$ cat src/sv/vlqd_pkg.sv
// Shared types and constants for the VLQ mapping stream decoder.
package vlqd_pkg;

  localparam int DEF_VALUE_WIDTH = 32;
  localparam int DEF_MAX_DIGITS  = 7;
  localparam int DIGIT_BITS      = 5;
  localparam int ACC_WIDTH       = 32;
  localparam int QUEUE_DEPTH     = 2;

  localparam logic [7:0] CHAR_COMMA = 8'h2C;
  localparam logic [7:0] CHAR_SEMI  = 8'h3B;

  // Field positions within a segment
  localparam logic [2:0] FIELD_GEN_COL     = 3'd0;
  localparam logic [2:0] FIELD_FILE_INDEX  = 3'd1;
  localparam logic [2:0] FIELD_SOURCE_LINE = 3'd2;
  localparam logic [2:0] FIELD_SOURCE_COL  = 3'd3;
  localparam logic [2:0] FIELD_COUNT_MAX   = 3'd7;

  // Segment sizes that produce an entry
  localparam logic [2:0] SEG_COLUMN_ONLY = 3'd1;
  localparam logic [2:0] SEG_WITH_SOURCE = 3'd4;
  localparam logic [2:0] SEG_WITH_NAME   = 3'd5;

  typedef enum logic [2:0] {
    ST_ENTRY     = 3'd0,
    ST_BAD_CHAR  = 3'd1,
    ST_TRUNCATED = 3'd2,
    ST_BAD_COUNT = 3'd3,
    ST_TOO_LONG  = 3'd4
  } status_t;

  typedef enum logic [1:0] {
    TOK_DIGIT,
    TOK_COMMA,
    TOK_SEMI,
    TOK_BAD
  } tok_kind_t;

  typedef struct packed {
    logic [7:0] char_code;
    logic       last;
  } char_item_t;

  typedef struct packed {
    logic [31:0] gen_line;
    logic [31:0] gen_col;
    logic [31:0] file_index;
    logic [31:0] source_line;
    logic [31:0] source_col;
    logic [2:0]  status;
  } map_item_t;

  typedef struct packed {
    tok_kind_t  kind;
    logic [5:0] digit;
    logic       last;
  } tok_t;

endpackage

$ cat src/sv/vlqd_front.sv
// Front end: classify each character into a digit, separator or bad token.
module vlqd_front (
  input  logic                 char_valid,
  output logic                 char_ready,
  input  vlqd_pkg::char_item_t char_item,
  output logic                 push_valid,
  input  logic                 push_ready,
  output vlqd_pkg::tok_t       push_data
);
  import vlqd_pkg::*;

  localparam logic [7:0] CHAR_UPPER_A = 8'h41;
  localparam logic [7:0] CHAR_UPPER_Z = 8'h5A;
  localparam logic [7:0] CHAR_LOWER_A = 8'h61;
  localparam logic [7:0] CHAR_LOWER_Z = 8'h7A;
  localparam logic [7:0] CHAR_ZERO    = 8'h30;
  localparam logic [7:0] CHAR_NINE    = 8'h39;
  localparam logic [7:0] CHAR_PLUS    = 8'h2B;
  localparam logic [7:0] CHAR_SLASH   = 8'h2F;

  logic [7:0] code;

  assign code       = char_item.char_code;
  assign push_valid = char_valid;
  assign char_ready = push_ready;

  always_comb begin
    push_data.last  = char_item.last;
    push_data.digit = 6'd0;
    push_data.kind  = TOK_DIGIT;
    if (code == CHAR_COMMA) begin
      push_data.kind = TOK_COMMA;
    end else if (code == CHAR_SEMI) begin
      push_data.kind = TOK_SEMI;
    end else if (code >= CHAR_UPPER_A && code <= CHAR_UPPER_Z) begin
      push_data.digit = 6'(code - CHAR_UPPER_A);
    end else if (code >= CHAR_LOWER_A && code <= CHAR_LOWER_Z) begin
      push_data.digit = 6'(code - CHAR_LOWER_A + 8'd26);
    end else if (code >= CHAR_ZERO && code <= CHAR_NINE) begin
      push_data.digit = 6'(code - CHAR_ZERO + 8'd52);
    end else if (code == CHAR_PLUS) begin
      push_data.digit = 6'd62;
    end else if (code == CHAR_SLASH) begin
      push_data.digit = 6'd63;
    end else begin
      push_data.kind = TOK_BAD;
    end
  end

endmodule

$ cat src/sv/vlqd_queue.sv
// Short token queue between the classifier and the decode back end.
module vlqd_queue (
  input  logic           clk,
  input  logic           rst,
  input  logic           push_valid,
  output logic           push_ready,
  input  vlqd_pkg::tok_t push_data,
  output logic           pop_valid,
  input  logic           pop_ready,
  output vlqd_pkg::tok_t pop_data
);
  import vlqd_pkg::*;

  localparam int QAW = (QUEUE_DEPTH > 1) ? $clog2(QUEUE_DEPTH) : 1;
  localparam int QCW = $clog2(QUEUE_DEPTH + 1);

  tok_t           slots [QUEUE_DEPTH];
  logic [QAW-1:0] wr_ptr;
  logic [QAW-1:0] rd_ptr;
  logic [QCW-1:0] count;
  logic           do_push;
  logic           do_pop;

  assign push_ready = (count != QCW'(QUEUE_DEPTH));
  assign pop_valid  = (count != '0);
  assign pop_data   = slots[rd_ptr];
  assign do_push    = push_valid && push_ready;
  assign do_pop     = pop_valid && pop_ready;

  always_ff @(posedge clk) begin
    if (do_push) begin
      slots[wr_ptr] <= push_data;
    end
  end

  always_ff @(posedge clk) begin
    if (rst) begin
      wr_ptr <= '0;
      rd_ptr <= '0;
      count  <= '0;
    end else begin
      if (do_push) begin
        wr_ptr <= (wr_ptr == QAW'(QUEUE_DEPTH - 1)) ? '0 : wr_ptr + 1'b1;
      end
      if (do_pop) begin
        rd_ptr <= (rd_ptr == QAW'(QUEUE_DEPTH - 1)) ? '0 : rd_ptr + 1'b1;
      end
      if (do_push && !do_pop) begin
        count <= count + 1'b1;
      end else if (do_pop && !do_push) begin
        count <= count - 1'b1;
      end
    end
  end

  assert property (@(posedge clk) disable iff (rst) count <= QCW'(QUEUE_DEPTH))
    else $error("queue count beyond depth");
  assert property (@(posedge clk) disable iff (rst)
    do_push && !do_pop |=> count == $past(count) + 1'b1)
    else $error("queue count missed a push");
  assert property (@(posedge clk) disable iff (rst)
    (wr_ptr == rd_ptr) |-> (count == '0 || count == QCW'(QUEUE_DEPTH)))
    else $error("queue pointers disagree with count");

endmodule

$ cat src/sv/vlqd_back.sv
// Back end: VLQ value assembly, accumulators, segment checks and result register.
module vlqd_back #(
  parameter int VALUE_WIDTH = vlqd_pkg::DEF_VALUE_WIDTH,
  parameter int MAX_DIGITS  = vlqd_pkg::DEF_MAX_DIGITS
) (
  input  logic                clk,
  input  logic                rst,
  input  logic                pop_valid,
  output logic                pop_ready,
  input  vlqd_pkg::tok_t      tok,
  output logic                map_valid,
  input  logic                map_ready,
  output vlqd_pkg::map_item_t map_item
);
  import vlqd_pkg::*;

  localparam int DCW = $clog2(MAX_DIGITS + 1);
  localparam int SHW = $clog2(DIGIT_BITS * MAX_DIGITS + 1);

  logic [ACC_WIDTH-1:0]   acc_gen_col,     acc_gen_col_next;
  logic [ACC_WIDTH-1:0]   acc_file_index,  acc_file_index_next;
  logic [ACC_WIDTH-1:0]   acc_source_line, acc_source_line_next;
  logic [ACC_WIDTH-1:0]   acc_source_col,  acc_source_col_next;
  logic [ACC_WIDTH-1:0]   line_counter,    line_counter_next;
  logic [VALUE_WIDTH-1:0] value_reg,       value_reg_next;
  logic [DCW-1:0]         digit_count,     digit_count_next;
  logic [2:0]             field_count,     field_count_next;
  logic                   error_hold,      error_hold_next;

  logic                   pop;
  logic                   emit;
  status_t                code;
  map_item_t              res;
  logic [SHW-1:0]         shamt;
  logic [VALUE_WIDTH-1:0] term;
  logic [VALUE_WIDTH-1:0] vsum;
  logic [VALUE_WIDTH-1:0] mag;
  logic [ACC_WIDTH-1:0]   delta;
  logic                   seg_end;

  assign pop_ready = !map_valid || map_ready;
  assign pop       = pop_valid && pop_ready;
  assign shamt     = SHW'(digit_count) * SHW'(DIGIT_BITS);
  assign term      = VALUE_WIDTH'(tok.digit[DIGIT_BITS-1:0]) << shamt;
  assign vsum      = value_reg | term;
  assign mag       = vsum >> 1;
  assign delta     = vsum[0] ? (ACC_WIDTH'(0) - ACC_WIDTH'(mag)) : ACC_WIDTH'(mag);
  assign seg_end   = (tok.kind == TOK_COMMA) || (tok.kind == TOK_SEMI) || tok.last;

  always_comb begin
    acc_gen_col_next     = acc_gen_col;
    acc_file_index_next  = acc_file_index;
    acc_source_line_next = acc_source_line;
    acc_source_col_next  = acc_source_col;
    line_counter_next    = line_counter;
    value_reg_next       = value_reg;
    digit_count_next     = digit_count;
    field_count_next     = field_count;
    error_hold_next      = error_hold;
    code                 = ST_ENTRY;
    emit                 = 1'b0;
    res                  = '0;

    if (!error_hold) begin
      if (tok.kind == TOK_BAD) begin
        code = ST_BAD_CHAR;
      end else if (tok.kind == TOK_DIGIT) begin
        if (digit_count >= DCW'(MAX_DIGITS)) begin
          code = ST_TOO_LONG;
        end else if (tok.digit[DIGIT_BITS]) begin
          // continuation: hold partial value
          value_reg_next   = vsum;
          digit_count_next = digit_count + 1'b1;
        end else begin
          // value complete: apply delta to the field's accumulator
          value_reg_next   = '0;
          digit_count_next = '0;
          case (field_count)
            FIELD_GEN_COL:     acc_gen_col_next     = acc_gen_col + delta;
            FIELD_FILE_INDEX:  acc_file_index_next  = acc_file_index + delta;
            FIELD_SOURCE_LINE: acc_source_line_next = acc_source_line + delta;
            FIELD_SOURCE_COL:  acc_source_col_next  = acc_source_col + delta;
            default: ;
          endcase
          if (field_count != FIELD_COUNT_MAX) begin
            field_count_next = field_count + 1'b1;
          end
        end
      end

      if (code == ST_ENTRY && seg_end) begin
        if (digit_count_next != '0) begin
          code = ST_TRUNCATED;
        end else if (field_count_next == SEG_COLUMN_ONLY ||
                     field_count_next == SEG_WITH_SOURCE ||
                     field_count_next == SEG_WITH_NAME) begin
          emit            = 1'b1;
          res.gen_line    = line_counter;
          res.gen_col     = acc_gen_col_next;
          res.file_index  = acc_file_index_next;
          res.source_line = acc_source_line_next;
          res.source_col  = acc_source_col_next;
          res.status      = ST_ENTRY;
        end else if (field_count_next != '0) begin
          code = ST_BAD_COUNT;
        end
        if (code == ST_ENTRY && tok.kind == TOK_SEMI) begin
          // advance line, restart column
          line_counter_next = line_counter + 1'b1;
          acc_gen_col_next  = '0;
        end
        field_count_next = '0;
      end

      if (code != ST_ENTRY) begin
        emit            = 1'b1;
        res             = '0;
        res.status      = code;
        error_hold_next = 1'b1;
      end
    end

    if (tok.last) begin
      acc_gen_col_next     = '0;
      acc_file_index_next  = '0;
      acc_source_line_next = '0;
      acc_source_col_next  = '0;
      line_counter_next    = '0;
      value_reg_next       = '0;
      digit_count_next     = '0;
      field_count_next     = '0;
      error_hold_next      = 1'b0;
    end
  end

  always_ff @(posedge clk) begin
    if (rst) begin
      acc_gen_col     <= '0;
      acc_file_index  <= '0;
      acc_source_line <= '0;
      acc_source_col  <= '0;
      line_counter    <= '0;
      value_reg       <= '0;
      digit_count     <= '0;
      field_count     <= '0;
      error_hold      <= 1'b0;
      map_valid       <= 1'b0;
    end else begin
      if (pop) begin
        acc_gen_col     <= acc_gen_col_next;
        acc_file_index  <= acc_file_index_next;
        acc_source_line <= acc_source_line_next;
        acc_source_col  <= acc_source_col_next;
        line_counter    <= line_counter_next;
        value_reg       <= value_reg_next;
        digit_count     <= digit_count_next;
        field_count     <= field_count_next;
        error_hold      <= error_hold_next;
        map_valid       <= emit;
      end else if (map_ready) begin
        map_valid <= 1'b0;
      end
    end
  end

  always_ff @(posedge clk) begin
    if (pop && emit) begin
      map_item <= res;
    end
  end

  assert property (@(posedge clk) disable iff (rst)
    pop && emit && res.status != ST_ENTRY && !tok.last |=> error_hold)
    else $error("error result did not set the hold");
  assert property (@(posedge clk) disable iff (rst) error_hold && pop |-> !emit)
    else $error("result produced while an error is held");
  assert property (@(posedge clk) disable iff (rst) digit_count <= DCW'(MAX_DIGITS))
    else $error("digit count beyond limit");
  assert property (@(posedge clk) disable iff (rst)
    pop && tok.last |=> line_counter == '0 && field_count == '0 && !error_hold)
    else $error("state not cleared after the last character");

endmodule

$ cat src/sv/vlq_mapping_stream_decoder.sv
// Top level of the VLQ mapping stream decoder: classifier, token queue, decode back end.
//
// Usage:
//   char channel (char_valid / char_ready / char_item) takes one character of a
//   mappings string per transaction; char_item.last marks its final character.
//   map channel (map_valid / map_ready / map_item) gives zero or one result per
//   character: an entry (status 0) with the line count and accumulated columns,
//   file index and source line, or an error code with all other fields zero.
// Path: a character is classified and written into the token queue when it is
//   taken; the back end pops it from the queue and registers its result in the
//   output register, from which the receiver takes it.
// Throughput: one character per cycle while map_ready is held high. The decode back end
//   handles a base64 digit, its accumulator add and the segment checks combinationally.
// Stall: when the receiver holds map_ready low, the back end holds its result
//   and the two-entry token queue absorbs characters until full; char_ready then
//   drops until the result is taken.
// Reset: rst (synchronous) empties the queue, drops any pending result and
//   clears all accumulators, counters and the error hold. The back end clears
//   the same accumulators, counters and hold after every character marked last, ready for the next string.
// After an error result, characters are dropped without result up to the last.
module vlq_mapping_stream_decoder #(
  parameter int VALUE_WIDTH = vlqd_pkg::DEF_VALUE_WIDTH,
  parameter int MAX_DIGITS  = vlqd_pkg::DEF_MAX_DIGITS
) (
  input  logic                 clk,
  input  logic                 rst,
  input  logic                 char_valid,
  output logic                 char_ready,
  input  vlqd_pkg::char_item_t char_item,
  output logic                 map_valid,
  input  logic                 map_ready,
  output vlqd_pkg::map_item_t  map_item
);
  import vlqd_pkg::*;

  // classified tokens from front to queue
  logic push_valid;
  logic push_ready;
  tok_t push_data;

  // tokens from queue to back end
  logic pop_valid;
  logic pop_ready;
  tok_t pop_data;

  vlqd_front u_front (
    .char_valid (char_valid),
    .char_ready (char_ready),
    .char_item  (char_item),
    .push_valid (push_valid),
    .push_ready (push_ready),
    .push_data  (push_data)
  );

  vlqd_queue u_queue (
    .clk        (clk),
    .rst        (rst),
    .push_valid (push_valid),
    .push_ready (push_ready),
    .push_data  (push_data),
    .pop_valid  (pop_valid),
    .pop_ready  (pop_ready),
    .pop_data   (pop_data)
  );

  vlqd_back #(
    .VALUE_WIDTH (VALUE_WIDTH),
    .MAX_DIGITS  (MAX_DIGITS)
  ) u_back (
    .clk       (clk),
    .rst       (rst),
    .pop_valid (pop_valid),
    .pop_ready (pop_ready),
    .tok       (pop_data),
    .map_valid (map_valid),
    .map_ready (map_ready),
    .map_item  (map_item)
  );

endmodule
$ cat config.mk
export PLATFORM = sky130hd
export DESIGN_NAME = vlq_mapping_stream_decoder
export DESIGN_NICKNAME = d
export VERILOG_FILES = /design/src/sv/vlqd_pkg.sv /design/src/sv/vlqd_front.sv /design/src/sv/vlqd_queue.sv /design/src/sv/vlqd_back.sv /design/src/sv/vlq_mapping_stream_decoder.sv
export SDC_FILE = /design/constraint.sdc
export NUM_CORES = 1
export LEC_CHECK = 0
export BUFFER_PORTS_ARGS = -buffer_cell sky130_fd_sc_hd__buf_4
export CORE_MARGIN = 2
export CORE_UTILIZATION = 57
export CTS_CLUSTER_SIZE = 14
export DETAILED_ROUTE_END_ITERATION = 7
export GPL_TIMING_DRIVEN = 0
export PLACE_DENSITY = 0.76
export SYNTH_ARGS = -nofsm -noshare
export SYNTH_HDL_FRONTEND = slang
export SYNTH_HIERARCHICAL = 1
export SYNTH_SLANG_ARGS = --single-unit
export TNS_END_PERCENT = 30
$ cat constraint.sdc
create_clock -name clk -period 7.33 [get_ports clk]
set_input_delay 0.733 -clock clk [delete_from_list [all_inputs] [get_ports clk]]
set_output_delay 0.733 -clock clk [all_outputs]
set_load 0.01 [all_outputs]
# --- Word-level counts from Yosys, hierarchy flattened ---
# Memory sizes are Yosys's and may differ from the RTL's. A register that Yosys moved wholly into a read port is not among the register bits.
# Index checks and enable logic that the tools add are counted.
word_totals:
  reg_bits: 367
  out_inout_bits: 165
  memories: 1
  mem_bits_rw: 18
mem_list:
  columns: ["name", "words", "word_bits", "read_ports", "rd_ports_with_merged_regs", "wr", "line", "rtl"]
  rows:
  - ["u_queue.slots", 2, 9, 1, 1, 1, "vlqd_queue.sv:17", "tok_t slots [QUEUE_DEPTH];"]
op_classes:
  n_reduce_logical: 35
  n_lt_le_gt_ge: 7
  mul: 1
  n_eq_ne: 18
  n_addsub: 17
  shifts: 1
  bitwise: 3
  mux: 103
ops:
  columns: ["cell", "n"]
  rows:
  - ["two-way mux 32 bit", 41]
  - ["adder 32 bit", 4]
  - ["two-way mux 3 bit", 30]
  - ["two-way mux 6 bit", 7]
  - ["adder 32 x 1 -> 32 bit, second input constant", 1]
  - ["== test 8 x 6 -> 1 bit, second input constant", 4]
  - ["bitwise OR 32 bit", 1]
  - ["<< shifter 5 x 6 -> 32 bit", 1]
  - ["subtractor 1 x 31 -> 32 bit, first input constant", 1]
  - ["two-way mux 2 bit", 9]
  - [">= comparator 8 x 7 -> 1 bit, second input constant", 2]
  - ["<= comparator 8 x 7 -> 1 bit, second input constant", 2]
  - ["two-way mux 1 bit", 16]
  - ["nonzero test 2 bit", 6]
  - ["subtractor 6 bit, second input constant", 2]
  - ["logical AND 1 bit", 10]
  - ["logical NOT 3 bit", 3]
  - ["nonzero test 3 bit", 3]
  - [">= comparator 8 x 6 -> 1 bit, second input constant", 1]
  - ["<= comparator 8 x 6 -> 1 bit, second input constant", 1]
  - ["adder 3 x 1 -> 3 bit, second input constant", 2]
  - ["adder 6 x 5 -> 6 bit, second input constant", 1]
  - ["adder 6 bit, second input constant", 1]
  - ["== test 3 x 1 -> 1 bit, second input constant", 2]
  - ["21 further kinds", 34]

# --- Longest topological paths before layout ---
logic_depth:
  word_depth: 20
  ltp_mapped: 26
  mapped_depth_nobuf: 23

# --- By module ---
# Netlist, hierarchy kept.
by_module_without_submodules:
  columns: ["mod", "area_per_inst_um2", "cells_per_inst", "n_inst", "seq_area_each_um2"]
  rows:
  - ["vlqd_back", 21489.4, 2452, 1, 8898.5]
  - ["vlqd_queue", 869.6, 52, 1, 640.6]
  - ["vlqd_front", 668.1, 90, 1, 0.0]

# --- Worst setup path after synthesis ---
# No wires, ideal clock.
synth_timing:
  kind: "reg-to-reg"
  from: "reg with a tool-made name"
  to: "reg, netlist name u_back/map_item[0]"
  setup_slack_ns: 1.039
  t_arrival_ns: 5.775
  required_ns: 6.814
  synth_period_minus_slack_ns: 6.291
  stages_incl_launch_ff: 13
  cell_sequence: "dfxtp_1 -> buf_2 -> mux2_2 -> ha_1 -> nand2b_1 -> nor4b_1 -> mux2i_1 -> and2b_1 -> o211ai_1 -> clkbuf_1 -> o21ai_0 -> nand2_1 -> inv_1"

==> impl_results.md <==
- Hold slack: 354 ps
- Synth Area per Inst: 8.88 µm²
- Drt drc: 0
- DIE AREA: 42000 µm²
- Post-detailed-route count of antenna-violating nets: 0
- Nets: 2983
- Max stage delay on crit path: 1070 ps
- Final hold violations: 0
- Tcrit/Tclk final: 97.2%
- Sequential Power Share: 31.2%
- Design area: 26500 µm²
- Clock slew seen by the registers of the worst setup and hold paths: 60 ps
- Synthesized flop and latch total: 386
- Buffer and inverter count on the worst path: 3
- Most frequent cells in the layout: nor2_1, a21oi_1, nand2_1, dfxtp_1, edfxtp_1
- VDD IR-drop max: 0.000254 V
- Core area: 39800 µm²
- Largest net degree at the start of global routing: 96
- Die height: 205 µm
- Pwr Density: 337 nW/µm²
- Setup Skew: 14.4 ps
- H-tree Lvls: 2
- Wire length per cell: 21.7 µm
- CTS Buf Count: 42
- Drt first pass iters: 6
- P_sw: 3770 µW
- Synth top area share: 23.6%
- CTS tree: done
- Failing checks: max-capacitance violations, max-slew violations
- # fillers: 3296
- Async SR Flop Fraction: 0%
- Number of distinct library cells after synthesis: 91
- LEAKAGE: 0.0104 µW
- EDFF count, synth: 181
- Comb pwr share: 44.5%
- Post-DP HPWL: 52.4 mm
- # IOs: 178
- Reg2reg setup slack: 210 ps
- Proportion of layout cells with a drive suffix above 1: 10.9%
- Primary FF master, synth: dfxtp_1
- Largest Register: u_back/map_item
- Status: finished, violations left
- Unrepaired setup endpoints after global routing: false
- Deepest clock path buffer count: 3
- Root Buffer: clkbuf_16
- Crit end category: register
- Worst-Margin Slew: 1660 ps
- IO buf count: 175
- FP Rows: 73
- Post-Syn Instances: 2594
- # setup viols final: 0
- Min-delay src: char_item[0]
- Vias: 21.1k
- Register area share after synthesis: 41.4%
- Synth top area cells: edfxtp_1, dfxtp_1, ha_1
- Cts hold-fix bufs: 0
- Post-Syn Area: 23000 µm²
- Syn Nets: 2761
- Yosys top cell by area: edfxtp_1
- CP top delay family: compound AO/OA/AOI/OAI gates
- Skew-Pair Late Insertion Delay: 570 ps
- Vias per inst: 6.25
- Grt ovf: 0
- GRT Resource Usage Total: 34.2%
- YS warnings: 6
- Vias in the first global route: 19.6k
- Max Fclk: 140 MHz
- Minimum clock period: 7120 ps
- Sw Ratio: 42.2%
- Multi-input combinational cell area: 12800 µm²
- Final Power: 8920 µW
- Placed Area: 25100 µm²
- Die X: 205 µm
- CP arrival: 7460 ps
- Sink Count: 386
- Total of max-cap violations: 7
- FF+latch area: 9540 µm²
- Most frequent CP cell: a21oi_1
- Rel. slew slack: -11.2%
- CP startpoint kind: register
- First-pass GRT wire length: 109 mm
- Area Overhead vs Synth: 15.1%
- Fin. max-slew vios: 22
- Slowest-stage cell, CP: xnor2_1
- Final wirelength: 73.2 mm
- Initial DRC Count: 2569
- Initial Util: 57.8%
- Critical path type: register to register
- Critical Path RT: 7660 ps
- Max FFs per register: 163
- Hold WC Path Type: input port to register
- Initial antenna violation count: 0
- Power share of the clock group: 24.3%
- Crit path max fanout: 10
- CP Cell Sequence: buf_2 -> mux2_2 -> clkbuf_1 -> a21oi_1 -> clkbuf_1 -> a21oi_1 -> xnor2_1 -> ha_1 -> nor2b_1 -> o21ai_1 -> a21boi_1 -> o21ai_1 -> a211oi_1 -> o32ai_1 -> o31ai_1 -> a311oi_1 -> xnor2_1 -> nand2_1 -> a21oi_1
- Internal cell power: 5160 µW
- Commonest non-fill, non-tap cell in the layout: nor2_1
- RD Place Congestion: 0.953
-- routing by layer --
| metal | track usage (%) | part of all wire [%] | up-vias |
|---|---|---|---|
| li1 | - | - | 9761 |
| met1 | 46.5 | 41 | 10000 |
| met2 | 52.0 | 43 | 1091 |
| met3 | 6.06 | 9.9 | 213 |
| met4 | 17.9 | 5.6 | 0 |
| met5 | 0 | 0 | - |
-- power groups by stage --
stage          clock, µW  sequential [µW]  combinational (µW)
2_1_floorplan          0             3010                2180
3_5_place_dp           0             2830                3810
6_report            2170             2780                3970
3_3_place_gp           0             2920                3700
5_1_grt             2270             2810                4190
4_1_cts             2200             2790                3830
-- cell usage after synthesis, types with 55 or more instances --
| cell type | instances |
|---|---|
| nand3_1 | 55 |
| nor2_1 | 306 |
| inv_1 | 57 |
| xnor2_1 | 114 |
| nand2_1 | 291 |
| dfxtp_1 | 205 |
| clkbuf_1 | 97 |
| a21oi_1 | 299 |
| a21o_1 | 81 |
| ha_1 | 150 |
| edfxtp_1 | 181 |
| xor2_1 | 68 |
| o21ai_0 | 101 |
-- metrics by stage --
stage / setup TNS [ps] / cells / utilization (%) / setup WS (ps)
after global routing: 0 / 3375 / 66.5 / 39.4
after global placement: -168570 / 3294 / 62.8 / -1050
after detailed placement: 0 / 3296 / 62.9 / 466
after floorplan: 0 / 2594 / - / 1040
final: 0 / 3376 / 66.5 / 207
after CTS: 0 / 3374 / 66.4 / 439
-- final timing paths --
path	to	cells after the start
worst min-delay path	u_queue/slots[0][0]	1
worst max register to register	u_back/map_item[95]	19
worst max-delay path	u_back/map_item[95]	19
worst min register to register	u_back/acc_gen_col[9]	2
-- cell type report --
cell class | instances | area share [%]
sequential | 386 | 36.0
buffer | 122 | 1.89
clock buffer | 58 | 4.62
clock inverter | 20 | 0.685
inverter | 61 | 0.883
timing repair buffer | 178 | 5.13
tap | 525 | 2.48
multi-input combinational | 2025 | 48.3
antenna | 1 | 0.00944
-- timing repair --
action                                 CTS  global route
endpoints found under the hold margin    0             0
gates resized for setup                  0             1
buffers inserted                         0             0
setup endpoints to repair                0             1
-- kinds of logic after synthesis --
family          share of synthesized area [%]
simple gates                             18.4
compound gates                           20.6
flops                                    41.4
buf+inv                                  3.17
xor+xnor                                 6.92
fa+ha+maj                                8.50
mux                                     0.924
Power figures use the tool's default switching activity.
